**src/hdl/tick_count_to_100ns_converter_macros.svh**
```systemverilog
// Assertion helpers for the top-level RTL. Expect clk_i and rst_ni in scope.
`ifndef TICK_COUNT_TO_100NS_CONVERTER_MACROS_SVH
`define TICK_COUNT_TO_100NS_CONVERTER_MACROS_SVH

// Clocked property, off during reset.
`define TC100_ASSERT(lbl, prop, msg) \
  lbl: assert property (@(posedge clk_i) disable iff (!rst_ni) prop) else $error(msg);

// Same-cycle implication.
`define TC100_ASSERT_IMPL(lbl, ante, cons, msg) \
  `TC100_ASSERT(lbl, (ante) |-> (cons), msg)

`endif

```
**src/hdl/tc100_pkg.sv**
```systemverilog
package tc100_pkg;

  // Number of 100 ns units in one second.
  localparam logic [23:0] UnitsPerSec = 24'd10000000;
  // Bits of UnitsPerSec walked by the fraction divider.
  localparam int unsigned FracSteps = 24;
  // Quotient bits of the integer divider.
  localparam int unsigned DivSteps = 63;
  // Largest quotient whose product with UnitsPerSec fits 64 bits.
  localparam logic [62:0] WholeMax = 63'd1844674407370;

  // Integer divider result.
  typedef struct packed {
    logic [62:0] quo;
    logic [62:0] rem;
    logic        bad;
  } div_res_t;

  // Whole part and fraction operands.
  typedef struct packed {
    logic [63:0] whole;
    logic [62:0] rem;
    logic [62:0] gap;
    logic        bad;
  } mul_res_t;

  // Fraction divider result.
  typedef struct packed {
    logic [63:0] whole;
    logic [23:0] frac;
    logic [62:0] acc;
    logic        bad;
  } frac_res_t;

endpackage

```
**src/hdl/tc100_mul.sv**
```systemverilog
module tc100_mul (
  input  logic                clk_i,
  input  logic                rst_ni,
  input  logic [62:0]         freq_i,
  input  logic                in_valid_i,
  output logic                in_ready_o,
  input  tc100_pkg::div_res_t in_i,
  output logic                out_valid_o,
  input  logic                out_ready_i,
  output tc100_pkg::mul_res_t out_o
);
  import tc100_pkg::*;

  typedef struct packed {
    logic [44:0] pl;
    logic [43:0] ph;
    logic [62:0] rem;
    logic [62:0] gap;
    logic        bad;
  } mul_stage_t;

  mul_stage_t  m1_q;
  mul_stage_t  m1_d;
  mul_res_t    m2_q;
  mul_res_t    m2_d;
  logic        v1_q;
  logic        v2_q;
  logic        rdy1;
  logic        rdy2;

  assign rdy2 = !v2_q || out_ready_i;
  assign rdy1 = !v1_q || rdy2;

  // Stage 1: overflow check and two partial products of quo * 10^7.
  always_comb begin
    m1_d.pl  = {24'd0, in_i.quo[20:0]} * {21'd0, UnitsPerSec};
    m1_d.ph  = {24'd0, in_i.quo[40:21]} * {20'd0, UnitsPerSec};
    m1_d.rem = in_i.rem;
    m1_d.gap = freq_i - in_i.rem;
    m1_d.bad = in_i.bad || (in_i.quo > WholeMax);
  end

  // Stage 2: combine partial products.
  always_comb begin
    m2_d.whole = {19'd0, m1_q.pl} + {m1_q.ph[42:0], 21'd0};
    m2_d.rem   = m1_q.rem;
    m2_d.gap   = m1_q.gap;
    m2_d.bad   = m1_q.bad;
  end

  always_ff @(posedge clk_i or negedge rst_ni) begin
    if (!rst_ni) begin
      v1_q <= 1'b0;
      v2_q <= 1'b0;
    end else begin
      if (rdy1) v1_q <= in_valid_i;
      if (rdy2) v2_q <= v1_q;
    end
  end

  always_ff @(posedge clk_i) begin
    if (rdy1 && in_valid_i) m1_q <= m1_d;
    if (rdy2 && v1_q) m2_q <= m2_d;
  end

  assign in_ready_o  = rdy1;
  assign out_valid_o = v2_q;
  assign out_o       = m2_q;

endmodule

```
**config.mk**
```make
export PLATFORM = sky130hd
export DESIGN_NAME = tc100_mul
export DESIGN_NICKNAME = d
export VERILOG_FILES = /design/src/hdl/tick_count_to_100ns_converter_macros.svh /design/src/hdl/tc100_pkg.sv /design/src/hdl/tc100_mul.sv
export SDC_FILE = /design/constraint.sdc
export NUM_CORES = 1
export LEC_CHECK = 0
export ABC_AREA = 1
export BUFFER_PORTS_ARGS = -buffer_cell sky130_fd_sc_hd__buf_2
export CORE_MARGIN = 10
export CORE_UTILIZATION = 41
export DETAILED_ROUTE_END_ITERATION = 8
export PLACE_DENSITY_LB_ADDON = 0.15
export SYNTH_ARGS = -nofsm -noshare
export SYNTH_HDL_FRONTEND = slang
export SYNTH_SLANG_ARGS = --single-unit
```
**constraint.sdc**
```tcl
create_clock -name clk_i -period 26.8 [get_ports clk_i]
set_input_delay 2.68 -clock clk_i [delete_from_list [all_inputs] [get_ports clk_i]]
set_output_delay 2.68 -clock clk_i [all_outputs]
set_load 0.005 [all_outputs]
```
Word-level counts from Yosys, hierarchy flattened
Index checks and enable logic that the tools add are counted.
{"block": "word_totals", "ff_bits": 394, "input_bits": 194, "out_inout_bits": 193, "elab_cells": 23}
{"block": "classes", "n_addsub": 2, "multipliers": 2, "magnitude_cmp": 1, "reduce_logical": 7}
{"cell": "$add 45x64->64", "count": 1}
{"cell": "$gt 63x41->1 const B", "count": 1}
{"cell": "$sub 63x63->63", "count": 1}
{"cell": "$mul 21x17->38 const B", "count": 1}
{"cell": "$mul 20x17->36 const B", "count": 1}
{"cell": "$logic_or 1x1->1", "count": 3}
{"cell": "$logic_and 1x1->1", "count": 2}
{"cell": "$logic_not 1->1", "count": 2}

Depth between registers and ports, before layout
{"block": "depth", "depth_word": 4, "depth_mapped": 25, "depth_no_buf": 25}

Worst setup path before layout
Ideal clock, no wire load.
{"block": "synth_timing", "path_kind": "input to register", "start": "in out_ready_i", "end": "reg m2_q, in the netlist out_o[0] (enable)", "setup_time_ns": 0.789, "t_arrival_ns": 11.546, "required_time_ns": 26.011, "setup_slack_ns": 14.465, "path_stages": 2, "n_path_buf": 0, "path_cell_list": "inv_1 a21oi_1"}
{"block": "synth_via", "elab_chain_len": 2}
{"item": "start: declaration", "line_no": "tc100_mul.sv:9", "text": "input logic out_ready_i,"}
{"item": "$logic_or 1x1->1", "line_no": "tc100_mul.sv:31", "text": "assign rdy2 = !v2_q || out_ready_i;"}
{"item": "$logic_and 1x1->1", "line_no": "tc100_mul.sv:63", "text": "if (rdy2 && v1_q) m2_q <= m2_d;"}
{"item": "end signal: assignment", "line_no": "tc100_mul.sv:63"}
{"item": "end: declaration", "line_no": "tc100_mul.sv:24", "text": "mul_res_t m2_q;"}
No other way between the ends.
A chain may end at the register's enable or synchronous reset.

==> impl_metrics.json <==
{
  "hpwl_um": 83100,
  "finalClockSkew_ns": 0.0284,
  "clk_latency_ns": 0.58,
  "maxCapViolCount": 0,
  "ant_nets": 0,
  "crit_arrival_ns": 7.42,
  "power_mw": 3.96,
  "finalCritPeriodShare": 0.265,
  "grtUsageTotal": 0.205,
  "ys_async_sr_fraction": 0.00517,
  "critical-path-max-stage-delay_ns": 0.56,
  "io_pins": 387,
  "synth_top_area_cell": "edfxtp_1",
  "setup_tns_ns": 0,
  "peakVddDrop_v": 0.0000625,
  "drive_gt1_frac": 0.119,
  "post-route-cell-area_um2": 37900,
  "numCtsBuffers": 43,
  "max_slew.worst_pin.slew_ns": 0.944,
  "p_per_area_nw_per_um2": 104,
  "synth_cell_type_count": 39,
  "p_leak_nw": 20.0,
  "avgSynthCellArea_um2": 8.67,
  "path_clk_slew_ns": 0.06,
  "post_dp_cell_area_um2": 36500,
  "drt-total-wl_um": 96400,
  "grt_overflow_total": 0,
  "layout_common_cells": "inv_1, nand2_1, ha_1",
  "grt_pass1_wl_um": 150000,
  "hold_ws_ns": 0.411,
  "synth_top_area_frac": 0.348,
  "grt_pass1_vias": 26400,
  "report.final.slew_viol_count": 0,
  "yosys_warnings": 0,
  "outcome": "completed",
  "layout_commonest_cell": "inv_1",
  "wire_per_inst_um": 18.0,
  "synthFlopType": "edfxtp_1",
  "drc": 0,
  "antenna_found_initial": 2,
  "seqCellArea_um2": 11600,
  "root_buffer": "clkbuf_16",
  "hold_viol": 0,
  "crit_fanout": 7,
  "fin_crit_ns": 7.10,
  "fmax_ghz": 0.141,
  "clockBufferDepth": 3,
  "placementRows": 104,
  "crit_type": "in2reg",
  "cts_tree": "built",
  "die_area_um2": 92800,
  "rsz0062_at_grt": "no",
  "nNetsFinal": 5109,
  "multiInputGateArea_um2": 17900,
  "critPathRequiredTime_ns": 27.12,
  "crit_buf_inv": 5,
  "routabilityCongestion": 0.928,
  "via_count": 24900,
  "drt_first_pass_iters": 5,
  "core_um2": 80400,
  "nFillCells": 8054,
  "hold_path.class": "reg2reg",
  "start_util": 0.413,
  "postCtsSetupRepairBufs": 0,
  "cp-start-kind": "input port",
  "syn-cell-area_um2": 33200,
  "htree_levels": 2,
  "worst_path_max_delay_cell": "fa_1",
  "post_cts_resized": 0,
  "avgViaCountPerCell": 4.65,
  "area_delta_synth_final_pct": 14.2,
  "path_delay_family": "adder cells",
  "die_w_um": 305,
  "crit_chain": "buf_2 -> inv_1 -> ha_1 -> inv_1 -> ha_1 -> fa_1 -> fa_1 -> fa_1 -> inv_1 -> fa_1 -> inv_1 -> ha_1 -> a21oi_1 -> o21ai_0 -> a21oi_1 -> nor2_1 -> nor2_1 -> nand2_1 -> nand2_1 -> nand2_1",
  "dieHeight_um": 305,
  "synthTopCellsByArea": "edfxtp_1, ha_1, fa_1",
  "drt_iter0_drc": 1202,
  "ys_seq_elements": 387,
  "max_slew_margin": 0.369,
  "syn_inst": 3831,
  "grt_max_degree": 95,
  "io_buffers": 379,
  "setup_viol": 0,
  "cts_hold_buf": 0,
  "clock-sinks": 387,
  "yosysSeqAreaShare": 0.349,
  "end_kind": "register",
  "synth_edf_count": 385
}
## sequential cells by signal (all words and copies together) (netlist names)
signal / cells
v1_q: 1
m1_q: 201
out_o: 184
out_valid_o: 1
## final cells by class
cell class                      count  share of cell area
Antenna cell                        1           0.0000660
Clock inverter                     29             0.00835
Timing Repair Buffer              384              0.0510
Multi-Input combinational cell   2467               0.473
Sequential cell                   387               0.306
Tap cell                         1060              0.0350
Inverter                          976              0.0968
Clock buffer                       50              0.0299
## metal layers
layer / up-vias / track usage / wire length (µm)
met4: 0 / 0.0631 / 3140
met3: 115 / 0.0267 / 3410
met5: - / 0 / 0
met1: 11400 / 0.249 / 41900
li1: 12900 / - / -
met2: 486 / 0.373 / 47900
## Yosys cell counts, types with 7 or more instances
master    count
nor3_1       38
nand2_1     955
o21bai_1     20
xor2_1       86
a21oi_1     142
nor2_2       13
nand3_1     142
o21ai_0      47
inv_1       976
a21o_1       10
ha_1        465
nand4_1      37
buf_4         7
edfxtp_1    385
nand2_2      19
nor2_1      227
o21a_1       10
nand3_2       9
fa_1        191
## cell families after synthesis
| kind of cell | after synthesis | synth area share |
|---|---|---|
| AO/OA/AOI/OAI | 237 | 0.0393 |
| XOR/XNOR | 92 | 0.0243 |
| adder cells (fa/ha/maj) | 656 | 0.290 |
| buffers and inverters | 983 | 0.112 |
| flip-flops | 387 | 0.349 |
| other | 1 | 0.000113 |
| AND/OR/NAND/NOR | 1475 | 0.185 |
## final timing paths
path	startpoint	endpoint	slack [ns]	cells after the start
min in group asynchronous	rst_ni	v1_q	1.88	1
worst min-delay path	m1_q[13]	out_o[13]	0.41	0
max in group asynchronous	rst_ni	out_valid_o	24.83	1
worst min register to register	m1_q[13]	out_o[13]	0.41	0
worst max-delay path	in_i[74]	m1_q[213]	19.70	20
worst max register to register	out_valid_o	m1_q[148]	24.33	4
## power by group
part | total, mW | switching (mW) | internal [mW]
Sequential | 0.976 | 0.0549 | 0.921
Clock | 0.612 | 0.257 | 0.355
Combinational | 2.37 | 1.56 | 0.819
## per-stage QoR
| stage | util | setup WS [ns] | std cells |
|---|---|---|---|
| floorplan | - | 14.47 | 3837 |
| global placement | 0.454 | 19.08 | 5274 |
| detailed placement | 0.454 | 19.08 | 5274 |
| CTS | 0.472 | 19.68 | 5353 |
| global route | 0.472 | 19.42 | 5353 |
| finish | 0.472 | 19.70 | 5354 |
(Power assumes the default switching activity.)
